[src/design/emd_pkg.sv]
// ----------------------------------------------------------------------------
// emd_pkg: shared constants and types for the ECG median-5 decimator
// Widths, divider constants and the types passed between lanes, converters
// and the merge stage.
// ----------------------------------------------------------------------------
package emd_pkg;

  localparam int N_LANES  = 3;
  localparam int DECIM    = 4;
  localparam int CODE_W   = 24;
  localparam int UV_W     = 22;
  localparam int SUM_W    = 28;
  localparam int LO_W     = 8;
  localparam int IDX_W    = 32;
  localparam int WIN_LEN  = 5;
  localparam int PTR_W    = $clog2(WIN_LEN);
  localparam int PHASE_W  = (DECIM > 1) ? $clog2(DECIM) : 1;

  localparam logic [CODE_W-1:0] MIDSCALE = CODE_W'(6400000);

  // code sum to microvolts: (3*sum - UV_OFFSET) / UV_DIV, truncated toward zero
  localparam int UV_OFFSET = 19200000 * DECIM;
  localparam int UV_DIV    = 28 * DECIM;
  localparam int UV_SHIFT  = 32;
  localparam int UV_RCP_W  = 28;
  localparam longint unsigned UV_RECIP = (64'd1 << UV_SHIFT) / UV_DIV;
  localparam int NUM_W     = SUM_W + 3;
  localparam int MAG_W     = SUM_W + 2;
  localparam int UPROD_W   = MAG_W + UV_RCP_W;
  localparam int UQ_W      = UPROD_W - UV_SHIFT;
  localparam int UREM_W    = $clog2(2 * UV_DIV);

  // three-channel mean
  localparam int S_W         = UV_W + 2;
  localparam int MS_W        = UV_W + 1;
  localparam int MEAN_RCP_W  = MS_W - 1;
  localparam longint unsigned MEAN_RECIP = (64'd1 << MS_W) / N_LANES;
  localparam int MPROD_W     = MS_W + MEAN_RCP_W;
  localparam int MQ_W        = MPROD_W - MS_W;
  localparam int MREM_W      = $clog2(2 * N_LANES);

  // stream packing
  localparam int IN_W  = ((N_LANES * CODE_W + LO_W + 7) / 8) * 8;
  localparam int OUT_W = ((4 * UV_W + LO_W + IDX_W + 7) / 8) * 8;

  // pipeline: window, median, sum, 4 conversion stages, 4 mean stages
  localparam int PIPE_DEPTH = 11;
  localparam int STG_MED    = 2;
  localparam int STG_UV     = 7;

  typedef struct packed {
    logic adv;
    logic wr;
    logic acc;
    logic clr;
  } lane_ctl_t;

  typedef struct packed {
    logic signed [UV_W-1:0] ch1;
    logic signed [UV_W-1:0] ch2;
    logic signed [UV_W-1:0] ch3;
    logic signed [UV_W-1:0] mean;
  } uv_res_t;

endpackage

[src/design/emd_uv_conv.sv]
// ----------------------------------------------------------------------------
// emd_uv_conv: code sum to microvolts
// (3*sum - offset) / div truncated toward zero, by reciprocal multiply and
// one remainder correction over four stages.
// ----------------------------------------------------------------------------
module emd_uv_conv import emd_pkg::*; (
  input  logic                   clk_i,
  input  logic                   adv_i,
  input  logic [SUM_W-1:0]       tot_i,
  output logic signed [UV_W-1:0] uv_o
);

  logic [NUM_W-1:0]        x3;
  logic signed [NUM_W-1:0] num;
  logic [MAG_W-1:0]        mag_d, mag_a_q, mag_b_q, qd;
  logic                    neg_a_q, neg_b_q, neg_c_q;
  logic [UPROD_W-1:0]      prod_q;
  logic [UQ_W-1:0]         q0, q0_q, q, qs;
  logic [UREM_W-1:0]       rem_q;
  logic signed [UV_W-1:0]  uv_q;

  assign x3    = (NUM_W'(tot_i) << 1) + NUM_W'(tot_i);
  assign num   = $signed(x3) - $signed(NUM_W'(UV_OFFSET));
  assign mag_d = num[NUM_W-1] ? MAG_W'(-num) : MAG_W'(num);

  assign q0 = prod_q[UPROD_W-1:UV_SHIFT];
  assign qd = MAG_W'(q0) * MAG_W'(UV_DIV);

  assign q  = q0_q + UQ_W'(rem_q >= UREM_W'(UV_DIV));
  assign qs = neg_c_q ? (UQ_W'(0) - q) : q;

  always_ff @(posedge clk_i) begin
    if (adv_i) begin
      mag_a_q <= mag_d;
      neg_a_q <= num[NUM_W-1];
      prod_q  <= UPROD_W'(mag_a_q) * UPROD_W'(UV_RECIP);
      mag_b_q <= mag_a_q;
      neg_b_q <= neg_a_q;
      q0_q    <= q0;
      rem_q   <= UREM_W'(mag_b_q - qd);
      neg_c_q <= neg_b_q;
      uv_q    <= $signed(qs[UV_W-1:0]);
    end
  end

  assign uv_o = uv_q;

endmodule

[config.mk]
export PLATFORM = sky130hd
export DESIGN_NAME = emd_uv_conv
export DESIGN_NICKNAME = d
export VERILOG_FILES = /design/src/design/emd_pkg.sv /design/src/design/emd_uv_conv.sv
export SDC_FILE = /design/constraint.sdc
export NUM_CORES = 1
export LEC_CHECK = 0
export BUFFER_PORTS_ARGS = -buffer_cell sky130_fd_sc_hd__buf_2
export CORE_MARGIN = 2
export CORE_UTILIZATION = 50
export CTS_BUF_LIST = sky130_fd_sc_hd__clkbuf_4 sky130_fd_sc_hd__clkbuf_8
export DETAILED_ROUTE_END_ITERATION = 8
export HOLD_SLACK_MARGIN = 0.02
export PLACE_DENSITY = 0.7
export SETUP_SLACK_MARGIN = 0.02
export SLEW_MARGIN = 30
export SYNTH_ARGS = -nofsm -noshare
export SYNTH_HDL_FRONTEND = slang
export SYNTH_SLANG_ARGS = --single-unit
[constraint.sdc]
create_clock -name clk_i -period 12.8 [get_ports clk_i]
set_input_delay 1.92 -clock clk_i [delete_from_list [all_inputs] [get_ports clk_i]]
set_output_delay 1.92 -clock clk_i [all_outputs]
set_load 0.02 [all_outputs]
==> out/results.tsv <==
stage	metric	value	unit
status	status	finished clean	
final_layout	ratio of cells with drive above 1 in the final layout	0.0604	
critical_path	crit end category	register	
critical_path	max incr delay on CP	0.56	ns
global_routing	grt met1 use	0.272	
job	max-cap viol count	0	
global_routing	initial antenna violation count	0	
synthesis	Post-Synthesis Cells	1607	
clocking	hold_buf cts	0	
global_routing	GRT Residual Overflow	0	
place	port buffer count	51	
floorplan	core box area	30800	sq um
critical_path	maximum fanout along the worst path	8	
synthesis	net count after synthesis	2089	
clocking	CTS tree	built	
critical_path	Crit Path Class	register to register	
worst_hold_path	worst hold endpoint	q0_q[17]	
final_layout	fill count	2732	
sta	RSZ-0062 raised after global routing	no	
floorplan	Initial Util	0.511	
critical_path	FF-to-FF setup slack	6.29	ns
global_routing	GRT Max-Usage Layer	met2	
synthesis	Distinct cells, synth	72	
sta	max_slew headroom	0.422	
synthesis	top_reg_cell synth	edfxtp_1	
synthesis	Post-synth EDFFs	107	
critical_path	worst-path cell chain	ha_1 > xor2_1 > ha_1 > inv_1 > fa_1 > inv_1 > fa_1 > fa_1 > inv_1 > fa_1 > inv_1 > ha_1 > a21oi_1 > o21ai_0 > nor4_1 > nand3_1 > o2111ai_1 > a21oi_1 > o2111ai_1 > nand3b_1 > a21oi_1 > xnor2_1	
final_layout	Multi-input gate area	10900	sq um
synthesis	Commonest cells post-synth	inv_1 (404), ha_1 (292), fa_1 (160)	
synthesis	Mean Syn Cell Area	9.80	sq um
clocking	PostCTS Resize Cnt	0	
sta	setup ws final	6.29	ns
sta	Slew Viols, Final	0	
synthesis	Cell Area, Synth	15700	sq um
floorplan	Std-Cell Rows	64	
sta	final hold viol count	0	
critical_path	reg-to-reg critical path endpoint	prod_q[52]	
floorplan	Die Height	181	um
worst_hold_path	worst hold stages	0	
global_routing	Global Route met2 Usage	0.381	
sta	Fin Setup TNS	0	ns
route	DR WL/cell	15.9	um
route	Iter 0 DRT Violations	498	
sta	Period minus WS final	6.51	ns
final_layout	Syn-to-layout area delta	5.71	%
clocking	Clock Sink Count	107	
clocking	CTS Root Cell	clkbuf_8	
place	hpwl dp	28.4	mm
synthesis	asr flop ratio synth	0	
synthesis	cell taking the most area after synthesis	ha_1	
place	GPL Wtd Cong	0.942	
synthesis	largest family of logic cells by synthesized area	adder cells	
route	TritonRoute pass-1 iters	5	
final_layout	Final nets	2134	
critical_path	Slowest-stage cell, CP	edfxtp_1	
route	post-route ant nets	0	
floorplan	full die area	32900	sq um
route	DRT Wirelength	32.7	mm
worst_hold_path	min-delay src	prod_q[49]	
sta	crit share post-route	0.508	
global_routing	vias in the first global route	11200	
synthesis	register bit total from synthesis	107	
clocking	CTS max path bufs	2	
global_routing	GRT Overall Usage	0.210	
place	DP Worst Slack	6.38	ns
critical_path	Worst setup SP type	register	
synthesis	simple-gate share of the synthesized area	0.0866	
global_routing	first-pass GRT wire length	55.0	mm
synthesis	synth warn	0	
synthesis	top-count cell post-synth	inv_1	
worst_hold_path	Worst Hold Class	register to register	
global_routing	pin count of the biggest net entering global routing	63	
route	DRC	0	
sta	Setup Skew	0.0351	ns
route	Via Count	10700	
critical_path	CP required	12.96	ns
synthesis	Synth area leaders	ha_1 (23%), edfxtp_1 (20%), fa_1 (20%), inv_1 (9.6%), xnor2_1 (4.5%)	
clocking	post-CTS setup repair buffer count	0	
clocking	clk slew on worst S/H paths	0.12	ns
clocking	H-tree Lvls	3	
critical_path	CP Buf/Inv Count	4	
floorplan	io pins	52	
clocking	clock latency at the later pin of the worst-skew pair	0.42	ns
global_routing	GRT met3 Usage	0.0203	
final_layout	n_diodes	0	
critical_path	Worst EP arrival	6.67	ns
clocking	number of buffers created by CTS	9	
critical_path	worst r2r src	mag_a_q[7]	
critical_path	R2R depth	22	
synthesis	post-synthesis xor/xnor area fraction	0.0755	
final_layout	Register Area	3210	sq um
route	via/cell ratio	5.23	
sta	Setup-failing EPs final	0	
synthesis	mux contribution to synthesized area	0	
floorplan	Chip Width	181	um
sta	fmax	154	MHz
synthesis	Adder-Cell Fraction of Synth Area	0.435	
synthesis	share of the synthesized area in the top cell type	0.232	
synthesis	complex-gate fraction of the synthesized area	0.0969	
sta	Worst-Margin Slew	0.859	ns
critical_path	family with the most delay on the worst path	adder cells	
synthesis	register area share after synthesis	0.204	
## flip-flops by register name, indices dropped and copies added, names as in the netlist
name and count:
neg_b_q 1, mag_a_q 30, rem_q 4, neg_a_q 1, uv_o 22, mag_b_q 4, q0_q 22, prod_q 22
neg_c_q 1
## worst reg2reg max path, delay by kind of cell (launching register included)
family,cells,cell delay (ns)
flops,1,0.56
buf+inv,4,0.21
fa+ha+maj,7,3.13
xor+xnor,2,0.28
simple gates,3,0.63
compound gates,6,1.48
## logic make-up (layout without fill, tap and decap cells)
family                     Yosys count  after routing
adders and majority gates          452            452
buffers and inverters              423            473
and+or+nand+nor                    263            263
AOI/OAI and AO/OA                  228            228
xor gates and xnor gates           134            134
DFF                                107            107
## layout by cell type (no fill, tap or decap), types with 10 or more instances in the layout
cell	Yosys	final
a31oi_1	11	11
xnor2_1	81	81
inv_1	404	404
nor2b_1	12	12
nand3_1	22	22
a211oi_1	11	11
o21a_1	10	10
edfxtp_1	107	107
fa_1	160	160
xor2_1	51	51
and3_1	12	12
o21ai_0	46	46
nand2b_1	14	14
nor2_1	53	53
a21o_1	31	31
nor3_1	14	14
nand4_1	11	11
buf_2	4	50
nand2_1	72	72
ha_1	292	292
and2_1	10	10
a21oi_1	59	59
## per-stage QoR
step                      hold WS, ns  instance area, sq um  utilization  instances
after floorplan                 0.400                 15700            -       1607
after global placement          0.401                 16400        0.533       2037
after detailed placement        0.405                 16400        0.533       2037
after CTS                       0.427                 16600        0.540       2053
after global routing            0.438                 16600        0.540       2053
final                           0.428                 16600        0.540       2053
## area by class of cell
class                      count  area share
sequential                   107       0.193
tap                          396      0.0298
multi-input combinational   1077       0.657
inverter                     404      0.0911
clock buffer                   9     0.00744
clock inverter                 7     0.00549
timing repair buffer          53      0.0164
## layer usage
layer | vias to the layer above | routed length (um)
met5 | - | 0
met4 | 0 | 493
met3 | 36 | 1160
met2 | 204 | 16300
met1 | 5124 | 14700
li1 | 5363 | -
## worst max path at each step
stage	from	end	slack [ns]	cells past startpoint
5_1_grt	mag_a_q[2]	prod_q[52]	5.85	22
3_3_place_gp	mag_a_q[7]	prod_q[52]	6.54	22
4_1_cts	mag_a_q[7]	prod_q[52]	6.31	22
6_report	mag_a_q[7]	prod_q[52]	6.29	22
3_5_place_dp	mag_a_q[7]	prod_q[52]	6.38	22
2_1_floorplan	mag_a_q[7]	prod_q[44]	7.04	22
Power is left out: the tool's default activity adds up to more than one toggle a clock period on the data nets, which glitch-free logic cannot reach.
