**src/design/emd_pkg.sv**
```systemverilog
// ----------------------------------------------------------------------------
// emd_pkg: shared constants and types for the ECG median-5 decimator
// Widths, divider constants and the types passed between lanes, converters
// and the merge stage.
// ----------------------------------------------------------------------------
package emd_pkg;

  localparam int N_LANES  = 3;
  localparam int DECIM    = 4;
  localparam int CODE_W   = 24;
  localparam int UV_W     = 22;
  localparam int SUM_W    = 28;
  localparam int LO_W     = 8;
  localparam int IDX_W    = 32;
  localparam int WIN_LEN  = 5;
  localparam int PTR_W    = $clog2(WIN_LEN);
  localparam int PHASE_W  = (DECIM > 1) ? $clog2(DECIM) : 1;

  localparam logic [CODE_W-1:0] MIDSCALE = CODE_W'(6400000);

  // code sum to microvolts: (3*sum - UV_OFFSET) / UV_DIV, truncated toward zero
  localparam int UV_OFFSET = 19200000 * DECIM;
  localparam int UV_DIV    = 28 * DECIM;
  localparam int UV_SHIFT  = 32;
  localparam int UV_RCP_W  = 28;
  localparam longint unsigned UV_RECIP = (64'd1 << UV_SHIFT) / UV_DIV;
  localparam int NUM_W     = SUM_W + 3;
  localparam int MAG_W     = SUM_W + 2;
  localparam int UPROD_W   = MAG_W + UV_RCP_W;
  localparam int UQ_W      = UPROD_W - UV_SHIFT;
  localparam int UREM_W    = $clog2(2 * UV_DIV);

  // three-channel mean
  localparam int S_W         = UV_W + 2;
  localparam int MS_W        = UV_W + 1;
  localparam int MEAN_RCP_W  = MS_W - 1;
  localparam longint unsigned MEAN_RECIP = (64'd1 << MS_W) / N_LANES;
  localparam int MPROD_W     = MS_W + MEAN_RCP_W;
  localparam int MQ_W        = MPROD_W - MS_W;
  localparam int MREM_W      = $clog2(2 * N_LANES);

  // stream packing
  localparam int IN_W  = ((N_LANES * CODE_W + LO_W + 7) / 8) * 8;
  localparam int OUT_W = ((4 * UV_W + LO_W + IDX_W + 7) / 8) * 8;

  // pipeline: window, median, sum, 4 conversion stages, 4 mean stages
  localparam int PIPE_DEPTH = 11;
  localparam int STG_MED    = 2;
  localparam int STG_UV     = 7;

  typedef struct packed {
    logic adv;
    logic wr;
    logic acc;
    logic clr;
  } lane_ctl_t;

  typedef struct packed {
    logic signed [UV_W-1:0] ch1;
    logic signed [UV_W-1:0] ch2;
    logic signed [UV_W-1:0] ch3;
    logic signed [UV_W-1:0] mean;
  } uv_res_t;

endpackage

```
**src/design/emd_merge.sv**
```systemverilog
// ----------------------------------------------------------------------------
// emd_merge: lane merge and mean
// Sums the channel values, divides by three toward zero, and registers the
// result word. Two-channel mode zeroes channel 3 and passes channel 2 as mean.
// ----------------------------------------------------------------------------
module emd_merge import emd_pkg::*; (
  input  logic                   clk_i,
  input  logic                   adv_i,
  input  logic                   two_i,
  input  logic signed [UV_W-1:0] uv_i [N_LANES],
  output uv_res_t                res_o
);

  logic signed [UV_W-1:0] uv3z;
  logic signed [S_W-1:0]  s;
  logic [MS_W-1:0]        mag_d, mag_e_q, mag_f_q;
  logic signed [UV_W-1:0] uv_e_q [N_LANES];
  logic signed [UV_W-1:0] uv_f_q [N_LANES];
  logic signed [UV_W-1:0] uv_g_q [N_LANES];
  logic                   two_e_q, two_f_q, two_g_q;
  logic                   neg_e_q, neg_f_q, neg_g_q;
  logic [MPROD_W-1:0]     prod_f_q;
  logic [MQ_W-1:0]        q0, q0_g_q, q, qs;
  logic [MREM_W-1:0]      rem_g_q;
  logic signed [UV_W-1:0] mean;
  uv_res_t                res_q;

  assign uv3z  = two_i ? '0 : uv_i[2];
  assign s     = S_W'(uv_i[0]) + S_W'(uv_i[1]) + S_W'(uv3z);
  assign mag_d = s[S_W-1] ? MS_W'(-s) : MS_W'(s);

  assign q0 = prod_f_q[MPROD_W-1:MS_W];

  assign q    = q0_g_q + MQ_W'(rem_g_q >= MREM_W'(N_LANES));
  assign qs   = neg_g_q ? (MQ_W'(0) - q) : q;
  assign mean = two_g_q ? uv_g_q[1] : $signed(qs[UV_W-1:0]);

  always_ff @(posedge clk_i) begin
    if (adv_i) begin
      uv_e_q[0] <= uv_i[0];
      uv_e_q[1] <= uv_i[1];
      uv_e_q[2] <= uv3z;
      two_e_q   <= two_i;
      neg_e_q   <= s[S_W-1];
      mag_e_q   <= mag_d;

      uv_f_q    <= uv_e_q;
      two_f_q   <= two_e_q;
      neg_f_q   <= neg_e_q;
      mag_f_q   <= mag_e_q;
      prod_f_q  <= MPROD_W'(mag_e_q) * MPROD_W'(MEAN_RECIP);

      uv_g_q    <= uv_f_q;
      two_g_q   <= two_f_q;
      neg_g_q   <= neg_f_q;
      q0_g_q    <= q0;
      rem_g_q   <= MREM_W'(mag_f_q - (MS_W'(q0) * MS_W'(N_LANES)));

      res_q     <= '{ch1: uv_g_q[0], ch2: uv_g_q[1], ch3: uv_g_q[2], mean: mean};
    end
  end

  assign res_o = res_q;

endmodule

```
**config.mk**
```make
export PLATFORM = sky130hd
export DESIGN_NAME = emd_merge
export DESIGN_NICKNAME = d
export VERILOG_FILES = /design/src/design/emd_pkg.sv /design/src/design/emd_merge.sv
export SDC_FILE = /design/constraint.sdc
export NUM_CORES = 1
export LEC_CHECK = 0
export BUFFER_PORTS_ARGS = -buffer_cell sky130_fd_sc_hd__buf_2
export CAP_MARGIN = 20
export CORE_ASPECT_RATIO = 0.7
export CORE_MARGIN = 10
export CORE_UTILIZATION = 39
export CTS_CLUSTER_DIAMETER = 150
export DETAILED_ROUTE_END_ITERATION = 16
export SYNTH_ARGS = -nofsm -noshare
export SYNTH_HDL_FRONTEND = slang
export SYNTH_SLANG_ARGS = --single-unit
```
**constraint.sdc**
```tcl
create_clock -name clk_i -period 9.55 [get_ports clk_i]
set_input_delay 1.4325 -clock clk_i [delete_from_list [all_inputs] [get_ports clk_i]]
set_output_delay 1.4325 -clock clk_i [all_outputs]
set_load 0.1 [all_outputs]
```
==> results.py <==
metrics = {
    "synthesis": {
        "ys_warn_count": 0,
        "synth_edf_count": 365,
        "synthesis.nets": 2141,
        "syn-mean-instance-area_um2": 13.6,
        "syn_area_um2": 22500,
        "ys_types": 75,
        "synthFlopType": "edfxtp_1",
        "yosys_register_bits": 365,
        "synthCells": 1655,
        "ys_async_sr_fraction_pct": 0,
        "seq_area_frac_synth_pct": 48.6,
    },
    "global_route": {
        "grt_pass1_wl_um": 83200,
        "grt_pass1_vias": 13294,
        "grt_usage_pct": 16.0,
        "grt-busiest-layer": "met1",
        "grt_remaining_overflow": 0,
        "grt_max_degree": 159,
        "antenna_found_initial": 2,
        "grt_util_met1_pct": 25.3,
        "met2_usage_pct": 21.4,
        "use_met3_pct": 5.18,
    },
    "sta": {
        "fin_crit_ps": 6990,
        "fin_skew_ps": 10.4,
        "finalSetupViolCount": 0,
        "period_share_pct": 73.2,
        "timing.slew.headroom_pct": 36.4,
        "rsz0062_at_grt": "no",
        "tightest_slew_ps": 953,
        "hold_viol": 0,
        "setup-tns-final_ps": 0,
        "report.final.slew_viol_count": 0,
        "max_freq_mhz": 143,
    },
    "critical_path": {
        "max_stage_delay_ps": 540,
        "end_kind": "register",
        "critPathArrivalTime_ps": 7330,
        "worst_path_max_delay_cell": "fa_1",
        "required_ps": 9890,
        "crit_path_frequent_cell": "fa_1",
        "cp_cell_sequence": "ha_1, xor2_1, ha_1, inv_1, fa_1, inv_1, fa_1, fa_1, fa_1, inv_1, fa_1, inv_1, ha_1, a21o_1, a21o_1, a21o_1, a2111oi_2, o21ai_1, a221oi_4, nor3_1, or3_1, o311ai_1",
        "critical_path_class": "register to register",
        "critPathMaxFanout": 5,
        "cp-start-kind": "register",
    },
    "cells_and_area": {
        "final_common_cell": "edfxtp_1",
        "nets": 2317,
        "antenna_cells": 0,
        "nFillCells": 5197,
        "final_cell_mix": "edfxtp_1, inv_1, ha_1, fa_1, buf_2",
        "drive_gt1_share_pct": 13.4,
        "syn_to_final_growth_pct": 12.5,
    },
    "drt": {
        "routedWlPerCell_um": 21.2,
        "first_pass_iters": 5,
        "vias_per_cell": 4.95,
        "totalWireLength_um": 55100,
        "vias": 12881,
        "drc": 0,
        "drt_first_iter_violations": 817,
        "ant_nets": 0,
    },
    "place": {
        "dp_hpwl_um": 45800,
        "routabilityCongestion": 0.950,
        "io_buffer_count": 156,
    },
    "clock_network": {
        "path_clk_slew_ps": 70,
        "cts_sinks": 365,
        "post-cts-setup-buffers": 0,
        "ctsHoldBuffers": 0,
        "cts_buffer_depth": 3,
        "clock-root-buffer": "clkbuf_16",
        "clock_latency_ps": 530,
        "cts_max_level": 2,
        "ctsResizeCount": 0,
        "cts_tree": "built",
        "cts_buffers": 35,
    },
    "die": {
        "dieArea_um2": 68000,
        "fp.dieW_um": 307,
        "die_y_um": 221,
        "row_count": 73,
        "ios": 157,
        "core-area_um2": 57000,
        "initial_core_util_pct": 39.5,
    },
    "hold_path": {
        "holdCritPathClass": "register to register",
    },
    "run": {
        "drv_cap": 0,
    },
    "outcome": {
        "outcome": "completed",
    },
}
Yosys cell counts, drive strengths merged (4+ instances only):
| cell type | number | area, µm² |
|---|---|---|
| o211ai | 8 | 60.1 |
| edfxtp | 365 | 11000 |
| a31oi | 6 | 37.5 |
| or3 | 8 | 55.1 |
| buf | 10 | 66.3 |
| mux2i | 5 | 50.1 |
| nand4 | 16 | 128 |
| nor3 | 24 | 131 |
| nor2b | 26 | 163 |
| nand3 | 22 | 115 |
| a21oi | 46 | 241 |
| nor2 | 38 | 150 |
| o21ai | 45 | 229 |
| nor4 | 5 | 31.3 |
| and3 | 4 | 25.0 |
| nand2 | 69 | 259 |
| fa | 185 | 3700 |
| inv | 286 | 1070 |
| or2 | 5 | 31.3 |
| mux2 | 8 | 90.1 |
| xor2 | 42 | 375 |
| ha | 232 | 2900 |
| o21bai | 5 | 37.5 |
| a21o | 31 | 233 |
| and2 | 11 | 68.8 |
| nand2b | 6 | 37.5 |
| a211oi | 6 | 45.0 |
| clkbuf | 11 | 41.3 |
| o31ai | 8 | 75.1 |
| o21a | 7 | 52.6 |
| xnor2 | 72 | 631 |
state kept, by name, indices dropped and copies added, names as in the netlist:
name and cells:
rem_g_q 3, q0_g_q 22, uv_g_q 66, uv_f_q 66, mag_f_q 3, mag_e_q 23, prod_f_q 22, uv_e_q 66
two_f_q 1, two_e_q 1, neg_f_q 1, res_o 88, two_g_q 1, neg_g_q 1, neg_e_q 1
worst paths after layout:
kind	startpoint	cells after the start	to	slack, ps
setup reg to reg	mag_e_q[5]$_DFFE_PP_	22	prod_f_q[39]$_DFFE_PP_	2560
setup / recovery	mag_e_q[5]$_DFFE_PP_	22	prod_f_q[39]$_DFFE_PP_	2560
hold / removal	prod_f_q[38]$_DFFE_PP_	0	q0_g_q[15]$_DFFE_PP_	410
hold reg to reg	prod_f_q[38]$_DFFE_PP_	0	q0_g_q[15]$_DFFE_PP_	410
kinds of logic (layout without fill, tap and decap cells):
logic type,after synthesis,in the layout,share of synthesized area [%]
simple gates,248,248,5.82
flops,365,365,48.6
xor+xnor,114,114,4.46
compound gates,191,191,5.91
fa+ha+maj,417,417,29.3
mux,13,13,0.622
buf+inv,307,506,5.24
per-stage QoR:
step	cells	worst slack, ps	cell area (µm²)	util (%)	hold slack (ps)
final	2604	2560	25300	44.5	414
after global routing	2604	2200	25300	44.5	412
after CTS	2604	2540	25300	44.5	413
after detailed placement	2544	2580	24200	42.5	405
after global placement	2544	2620	24200	42.5	400
after floorplan	1655	3130	22500	-	400
worst max-delay path, delay by kind of cell (launching register included):
| kind | cells | cell delay (ps) |
|---|---|---|
| AOI/OAI and AO/OA | 7 | 1740 |
| xor gates and xnor gates | 1 | 190 |
| adders and majority gates | 8 | 3640 |
| buffers and inverters | 4 | 230 |
| DFF | 1 | 520 |
| and+or+nand+nor | 2 | 480 |
area by class of cell:
class,count,area [µm²],share of cell area [%]
Tap cell,750,938,3.70
Clock inverter,19,245,0.968
Clock buffer,41,898,3.54
Inverter,286,1070,4.24
Multi-Input combinational cell,983,10400,41.0
Sequential cell,365,11000,43.2
Timing Repair Buffer,160,833,3.29
per-layer routing:
metal	wire length (µm)	vias to the layer above
li1	-	6091
met1	28400	6405
met2	21700	342
met3	4580	43
met4	524	0
met5	0	-
Power is left out: the tool's default activity adds up to more than one toggle a clock period on the data nets, which glitch-free logic cannot reach.
