[config.mk]
export PLATFORM = sky130hd
export DESIGN_NAME = emd_lane
export DESIGN_NICKNAME = d
export VERILOG_FILES = /design/src/design/emd_pkg.sv /design/src/design/emd_lane.sv
export SDC_FILE = /design/constraint.sdc
export NUM_CORES = 1
export LEC_CHECK = 0
export BUFFER_PORTS_ARGS = -buffer_cell sky130_fd_sc_hd__clkbuf_2
export CAP_MARGIN = 10
export CORE_MARGIN = 5
export CORE_UTILIZATION = 58
export DETAILED_ROUTE_END_ITERATION = 8
export PLACE_DENSITY = 0.86
export SYNTH_ARGS = -nofsm -noshare
export SYNTH_HDL_FRONTEND = slang
export SYNTH_SLANG_ARGS = --single-unit
[constraint.sdc]
create_clock -name clk_i -period 13.1 [get_ports clk_i]
set_input_delay 1.31 -clock clk_i [delete_from_list [all_inputs] [get_ports clk_i]]
set_output_delay 1.31 -clock clk_i [all_outputs]
set_load 0.02 [all_outputs]
[src/design/emd_pkg.sv]
// ----------------------------------------------------------------------------
// emd_pkg: shared constants and types for the ECG median-5 decimator
// Widths, divider constants and the types passed between lanes, converters
// and the merge stage.
// ----------------------------------------------------------------------------
package emd_pkg;

  localparam int N_LANES  = 3;
  localparam int DECIM    = 4;
  localparam int CODE_W   = 24;
  localparam int UV_W     = 22;
  localparam int SUM_W    = 28;
  localparam int LO_W     = 8;
  localparam int IDX_W    = 32;
  localparam int WIN_LEN  = 5;
  localparam int PTR_W    = $clog2(WIN_LEN);
  localparam int PHASE_W  = (DECIM > 1) ? $clog2(DECIM) : 1;

  localparam logic [CODE_W-1:0] MIDSCALE = CODE_W'(6400000);

  // code sum to microvolts: (3*sum - UV_OFFSET) / UV_DIV, truncated toward zero
  localparam int UV_OFFSET = 19200000 * DECIM;
  localparam int UV_DIV    = 28 * DECIM;
  localparam int UV_SHIFT  = 32;
  localparam int UV_RCP_W  = 28;
  localparam longint unsigned UV_RECIP = (64'd1 << UV_SHIFT) / UV_DIV;
  localparam int NUM_W     = SUM_W + 3;
  localparam int MAG_W     = SUM_W + 2;
  localparam int UPROD_W   = MAG_W + UV_RCP_W;
  localparam int UQ_W      = UPROD_W - UV_SHIFT;
  localparam int UREM_W    = $clog2(2 * UV_DIV);

  // three-channel mean
  localparam int S_W         = UV_W + 2;
  localparam int MS_W        = UV_W + 1;
  localparam int MEAN_RCP_W  = MS_W - 1;
  localparam longint unsigned MEAN_RECIP = (64'd1 << MS_W) / N_LANES;
  localparam int MPROD_W     = MS_W + MEAN_RCP_W;
  localparam int MQ_W        = MPROD_W - MS_W;
  localparam int MREM_W      = $clog2(2 * N_LANES);

  // stream packing
  localparam int IN_W  = ((N_LANES * CODE_W + LO_W + 7) / 8) * 8;
  localparam int OUT_W = ((4 * UV_W + LO_W + IDX_W + 7) / 8) * 8;

  // pipeline: window, median, sum, 4 conversion stages, 4 mean stages
  localparam int PIPE_DEPTH = 11;
  localparam int STG_MED    = 2;
  localparam int STG_UV     = 7;

  typedef struct packed {
    logic adv;
    logic wr;
    logic acc;
    logic clr;
  } lane_ctl_t;

  typedef struct packed {
    logic signed [UV_W-1:0] ch1;
    logic signed [UV_W-1:0] ch2;
    logic signed [UV_W-1:0] ch3;
    logic signed [UV_W-1:0] mean;
  } uv_res_t;

endpackage

[src/design/emd_lane.sv]
// ----------------------------------------------------------------------------
// emd_lane: one channel lane
// Five-entry circular window, registered median of five, and the boxcar
// accumulator that hands its total on at the decimation point.
// ----------------------------------------------------------------------------
module emd_lane import emd_pkg::*; (
  input  logic              clk_i,
  input  logic              rst_ni,
  input  lane_ctl_t         ctl_i,
  input  logic [CODE_W-1:0] code_i,
  output logic [SUM_W-1:0]  tot_o
);

  logic [CODE_W-1:0] win_q [WIN_LEN];
  logic [PTR_W-1:0]  ptr_q;
  logic [CODE_W-1:0] med, med_q;
  logic [SUM_W-1:0]  sum_q, tot_q, total;

  function automatic logic [CODE_W-1:0] min2(logic [CODE_W-1:0] a, logic [CODE_W-1:0] b);
    return (a < b) ? a : b;
  endfunction

  function automatic logic [CODE_W-1:0] max2(logic [CODE_W-1:0] a, logic [CODE_W-1:0] b);
    return (a < b) ? b : a;
  endfunction

  // drop the min and max of the first four, then median of three
  always_comb begin
    logic [CODE_W-1:0] lo_a, lo_b, hi_a, hi_b, x, y;
    lo_a = min2(win_q[0], win_q[1]);
    hi_a = max2(win_q[0], win_q[1]);
    lo_b = min2(win_q[2], win_q[3]);
    hi_b = max2(win_q[2], win_q[3]);
    x    = max2(lo_a, lo_b);
    y    = min2(hi_a, hi_b);
    med  = max2(min2(x, y), min2(max2(x, y), win_q[4]));
  end

  assign total = sum_q + (ctl_i.acc ? SUM_W'(med_q) : SUM_W'(0));

  always_ff @(posedge clk_i or negedge rst_ni) begin
    if (!rst_ni) begin
      for (int i = 0; i < WIN_LEN; i++) begin
        win_q[i] <= MIDSCALE;
      end
      ptr_q <= '0;
      sum_q <= '0;
    end else begin
      if (ctl_i.wr) begin
        win_q[ptr_q] <= code_i;
        ptr_q        <= (ptr_q == PTR_W'(WIN_LEN - 1)) ? '0 : ptr_q + 1'b1;
      end
      if (ctl_i.adv && (ctl_i.acc || ctl_i.clr)) begin
        sum_q <= ctl_i.clr ? '0 : total;
      end
    end
  end

  always_ff @(posedge clk_i) begin
    if (ctl_i.adv) begin
      med_q <= med;
      tot_q <= total;
    end
  end

  assign tot_o = tot_q;

endmodule

==> results of run 1 <==
[layout by cell type, fill, tap and decap left out, types with 8 or more instances in the layout]
cell	count
a211oi_1	9
a21o_1	44
a21oi_1	116
a21oi_2	11
a22o_1	22
a31oi_1	9
and2_1	32
and3_1	8
buf_4	25
clkbuf_16	26
clkbuf_2	56
dfrtp_1	121
dfstp_2	30
edfxtp_1	52
ha_1	186
inv_1	152
mux2_2	114
mux2i_1	98
mux2i_2	16
nand2_1	81
nand2b_1	18
nand3_1	17
nand4_1	23
nor2_1	106
nor2b_1	12
nor3_1	8
o21ai_0	97
xnor2_1	17
xor2_1	9
[final cells by class]
type	instances	area, µm²
fillers	1972	8930
well taps	335	419
inverters	152	571
multi-input cells	1160	9240
flip-flops and latches	203	5380
repair buffers	90	617
clock inverters	9	128
clock buffers	35	703
[routing by layer]
metal / track usage [%] / vias to the layer above / part of all wire (%)
li1: - / 5782 / -
met1: 34.7 / 5916 / 43
met2: 41.8 / 456 / 47
met3: 3.68 / 86 / 7.0
met4: 7.72 / 0 / 3.3
met5: 0 / - / 0
[logic make-up after synthesis]
group           count (synthesis)  share of synthesized area, %
compound gates                376                          15.2
simple gates                  336                          10.7
mux                           233                          16.5
buf+inv                       208                          5.40
flops                         203                          35.3
fa+ha+maj                     187                          15.4
xor+xnor                       26                          1.50
[Yosys cell counts (22+ instances only)]
cell type / n / share of area (%)
dfstp_2: 30 / 5.2
dfrtp_1: 121 / 20
a21o_1: 44 / 2.2
nand2_1: 81 / 2.0
clkbuf_1: 43 / 1.1
and2_1: 33 / 1.4
nand4_1: 23 / 0.94
mux2_2: 114 / 8.4
edfxtp_1: 52 / 10
ha_1: 186 / 15
o21ai_0: 99 / 3.3
inv_1: 152 / 3.7
nor2_1: 108 / 2.7
a21oi_1: 127 / 4.2
a22o_1: 22 / 1.3
mux2i_1: 112 / 7.4
[repair_timing]
| action | CTS | global route |
|---|---|---|
| gates cloned | 1 | 2 |
| resized for setup | 1 | 43 |
| endpoints found under the setup margin | 17 | 24 |
| pin swaps | 2 | 6 |
| setup buffers | 1 | 7 |
[worst max-delay path, delay by kind of cell (launching register included)]
family	cells	cell delay (ns)
simple gates	14	2.62
mux	4	1.14
buf+inv	7	1.23
flops	1	0.55
fa+ha+maj	5	1.52
compound gates	26	5.24
[stage by stage]
stage / std cells / setup TNS, ns / area [µm²] / util, %
CTS: 1975 / 0 / 16800 / 64.6
global placement: 1929 / 0 / 15900 / 61.3
detailed placement: 1929 / -1.44 / 15900 / 61.3
finish: 1984 / 0 / 17100 / 65.6
floorplan: 1569 / 0 / 15200 / -
global route: 1984 / -1.31 / 17100 / 65.6
[path summary, 6_finish.rpt]
kind                       slack [ns]  cells after the start             startpoint                endpoint
max                              0.49                     56  win_q[46]$_DFFE_PN1P_     med_q[14]$_DFFE_PP_
min                              0.50                      2  sum_q[21]$_DFFE_PN0P_   sum_q[21]$_DFFE_PN0P_
max reg2reg                      0.49                     56  win_q[46]$_DFFE_PN1P_     med_q[14]$_DFFE_PP_
min reg2reg                      0.50                      2  sum_q[21]$_DFFE_PN0P_   sum_q[21]$_DFFE_PN0P_
max in group asynchronous       10.85                      2                 rst_ni  win_q[110]$_DFFE_PN0P_
min in group asynchronous        0.87                      1                 rst_ni    sum_q[4]$_DFFE_PN0P_
[sequential cells by signal, summed over array words and instances, names as in the netlist]
signal  count
win_q     120
sum_q      28
tot_o      28
med_q      24
ptr_q       3
==> impl_results.md, run 1 <==
* Vias in the first global route at 11900
* Max-cap viol count at 0
* Mean Syn Cell Area at 9.71 µm²
* Io pins at 58
* Antenna violations before repair at 0
* Post-Syn Area at 15200 µm²
* H-tree depth reported by CTS at 1
* CTS tree: built
* Synth cell types at 65
* CTS Buffer Depth at 3
* # hold bufs at CTS at 0
* Clock Sinks at 203
* HP Class: register to register
* Least-Margin Pin Slew at 0.904 ns
* Full die area at 29600 µm²
* Final setup skew at 0.0207 ns
* Flops & latches, synth at 203
* Worst-path clk slew at 0.07 ns
* Cells after Synth at 1569
* Nets at 1848
* Largest net degree at the start of global routing at 92
* Area grow syn2layout at 12.0%
* Crit path required time at 13.34 ns
* Final ANT Viol Nets at 0
* CTS root buf: clkbuf_16
* Die X-Extent at 172 µm
* WHS at 0.501 ns
* Status: finished, final reports clean
* Final WS setup at 0.487 ns
* Initial Util at 58.6%
* Layout cells sized above 1 at 19.8%
* Fraction of registers with async set/reset at 74.4%
* Synth warnings at 0
* Mapped Nets at 1786
* Drt drc at 0
* Core box area at 26000 µm²
* Critical path class: register to register
* Remaining Overflow, GRT at 0
* Critical path peak fanout at 18
* CP dominant cell by count: a21o_1
* Via density at 6.17
* Worst Setup End Kind: register
* Via count at 12200
* Final hold violations at 0
* GR Util All Layers at 25.3%
* CTS buffer count at 24
* CP peak stage delay at 0.55 ns
* Worst-skew pair later-pin latency at 0.53 ns
* Drt wl/cell at 19.4 µm
* N_diodes at 0
* Drt pass-1 iters at 6
* Slew headroom at 39.7%
* Seq/Total Area, Yosys at 35.3%
* Die Y-Extent at 172 µm
* Min Tclk post-route at 12.61 ns
* Synth Flop Type: dfrtp_1
* Fmax achieved at 79.3 MHz
* Period utilisation layout at 96.3%
* Floorplan row count at 59
* Arrival time at the worst endpoint at 12.85 ns
* Final setup fails at 0
* Buffers on Ports at 57
* Hpwl dp at 28.0 mm
* First-pass GRT wire length at 60.8 mm
* Slowest-stage cell, CP: dfstp_2
* Post-Route WL at 38.6 mm
* Pre-CTS WS at -0.107 ns
* Max-slew violation count at 0
* Crit start category: register
* Drt initial violations at 1187
* Number of synthesized flops with an enable pin at 52
* Placer congestion estimate at 0.935
Power of run 1 is not shown: default switching activity piles up to over one toggle a cycle in this logic, so the estimate is an artifact.
==> run 2, diff against run 1 <==
CORE_UTILIZATION = 64   (was 58)
PLACE_DENSITY = 0.9   (was 0.86)
clock period = 12.7 ns   (was 13.1 ns; I/O delays follow)
==> run 2 against run 1 <==
Net effect: fmax grew 1.8%; utilization is 7.8 points higher; global-route usage increased by 3.4 points; register-to-register slack worse by 0.18 ns; sequential share of layout area decreased by 0.34 points.
==> impl_results.md, run 2 (synthesis results as in run 1) <==
* Max-cap viol count at 0 (unchanged)
* Least-Margin Pin Slew at 0.867 ns (-0.0369 ns)
* Final hold violations at 0 (unchanged)
* DRT met1 WL at 16.1 mm (-2.4%)
* N_diodes at 0 (unchanged)
* Full die area at 27000 µm² (-8.8%)
* Hpwl dp at 28.2 mm (+0.64%)
* Worst Setup End Kind: register
* CTS root buf: clkbuf_16
* Worst-path clk slew at 0.06 ns (about the same)
* FF+latch area at 5380 µm² (unchanged)
* Drt pass-1 iters at 5 (-1)
* Min Tclk post-route at 12.39 ns (-0.224 ns)
* Max reg flops at 120 (unchanged)
* Max Used Layer: met4
* Crit start category: register
* Via density at 6.49 (+5.1%)
* CP dominant cell by count: a21o_1
* GR Util All Layers at 28.7% (+3.4 points)
* Fill cell count at 1515 (-23%)
* Layout cells sized above 1 at 20.4% (+0.62 points)
* Remaining Overflow, GRT at 0 (unchanged)
* Area grow syn2layout at 13.2%
* Design area at 17200 µm² (+1.1%)
* Slowest-stage cell, CP: dfstp_2
* Max-slew violation count at 0 (unchanged)
* Drt initial violations at 1418 (+19%)
* HP Class: register to register
* Register name with the most flops: win_q
* WHS at 0.494 ns (-0.00702 ns)
* Critical path peak fanout at 26 (+8)
* CTS tree: built
* Floorplan row count at 56 (-5.1%)
* Antenna violations before repair at 0 (unchanged)
* Final ANT Viol Nets at 0 (unchanged)
* Core box area at 23500 µm² (-9.7%)
* Post-Route WL at 40.1 mm (+4.0%)
* Status: finished, final reports clean
* Final setup skew at 0.0264 ns (+0.00565 ns)
* H-tree depth reported by CTS at 1 (unchanged)
* Fmax achieved at 80.7 MHz (+1.8%)
* Arrival time at the worst endpoint at 12.64 ns (-0.21 ns)
* Slew headroom at 42.2% (+2.5 points)
* CTS buffer count at 24 (unchanged)
* WL met2 at 18.7 mm (+2.9%)
* Clock Sinks at 203 (unchanged)
* Initial Util at 64.9% (+6.3 points)
* Die Y-Extent at 164 µm (-4.5%)
* # hold bufs at CTS at 0 (unchanged)
* Worst-skew pair later-pin latency at 0.54 ns (about the same)
* Metal3 WL at 3.36 mm (+25%)
* Nets at 1857 (+0.49%)
* Drt drc at 0 (unchanged)
* Period utilisation layout at 97.5% (+1.3 points)
* Largest net degree at the start of global routing at 88 (-4.3%)
* Placed cell area at 16000 µm² (+0.27%)
* Buffers on Ports at 57 (unchanged)
* CP peak stage delay at 0.55 ns (about the same)
* Most common cell after layout, fill and taps aside: ha_1
* Area of the multi-input gates at 9290 µm² (+0.47%)
* Commonest cells after routing, fill and taps aside: ha_1 (186), inv_1 (152), dfrtp_1 (121)
* Drt wl/cell at 20.3 µm (+4.4%)
* CTS Buffer Depth at 3 (unchanged)
* Final Util at 73.5% (+7.8 points)
* Crit path required time at 12.95 ns (-0.39 ns)
* First-pass GRT wire length at 63.0 mm (+3.7%)
* Critical path class: register to register
* Vias in the first global route at 12700 (+6.4%)
* Via count at 12800 (+4.8%)
* Final setup fails at 0 (unchanged)
* Die X-Extent at 164 µm (-4.5%)
* Io pins at 58 (unchanged)
* Placer congestion estimate at 0.959 (+2.6%)
run 2: cell count changes in the layout (fill, tap and decap cells not counted), sizes merged:
| cell | previous run | this run |
|---|---|---|
| buf | 33 | 40 |
| clkbuf | 92 | 94 |
| clkinv | 3 | 5 |
| clkinvlp | 3 | 1 |
| inv | 152 | 153 |
| nor2 | 110 | 109 |
run 2: path summary, 6_finish.rpt:
path,from,to,slack (ns),cells after the start
worst min-delay path,sum_q[21]$_DFFE_PN0P_,sum_q[21]$_DFFE_PN0P_,0.49,2
max in group asynchronous,rst_ni,win_q[71]$_DFFE_PN0P_,10.48,2
worst max register to register,win_q[46]$_DFFE_PN1P_,med_q[1]$_DFFE_PP_,0.31,57
worst min register to register,sum_q[21]$_DFFE_PN0P_,sum_q[21]$_DFFE_PN0P_,0.49,2
min in group asynchronous,rst_ni,sum_q[4]$_DFFE_PN0P_,0.81,1
worst max-delay path,win_q[46]$_DFFE_PN1P_,med_q[1]$_DFFE_PP_,0.31,57
run 2: metrics by stage:
stage	std cells	setup WS (ns)	setup TNS [ns]
after floorplan	1569	0.463	0
after global placement	1917	0.365	0
after detailed placement	1917	0.0227	0
after CTS	1963	0.0583	0
after global routing	1977	-0.146	-2.89
final	1977	0.312	0
run 2: worst max-delay path: cells and delay by family, from the launching register on:
family          cells  cell delay, ns
compound gates     28            5.28
fa+ha+maj           5            1.49
simple gates       13            2.58
mux                 4            1.01
flops               1            0.55
buf+inv             7            1.14
run 2: area by class of cell:
cell class	instances	area share (%)
Tap cell	319	2.31
Clock buffer	34	4.06
Multi-Input combinational cell	1159	53.8
Clock inverter	10	0.805
Timing Repair Buffer	100	4.48
Sequential cell	203	31.2
Inverter	152	3.31
run 2: metal layers:
| metal | up-vias | GRT usage, % |
|---|---|---|
| li1 | 5808 | - |
| met1 | 6145 | 37.5 |
| met2 | 696 | 48.0 |
| met3 | 174 | 4.54 |
| met4 | 0 | 11.2 |
| met5 | - | 0 |
run 2: repair_timing:
item,CTS,global route
buffers inserted,1,10
endpoints found under the setup margin,18,24
resized for setup,2,51
cloned,1,4
pin swaps,2,9
Power of run 2 is left out for the same reason.
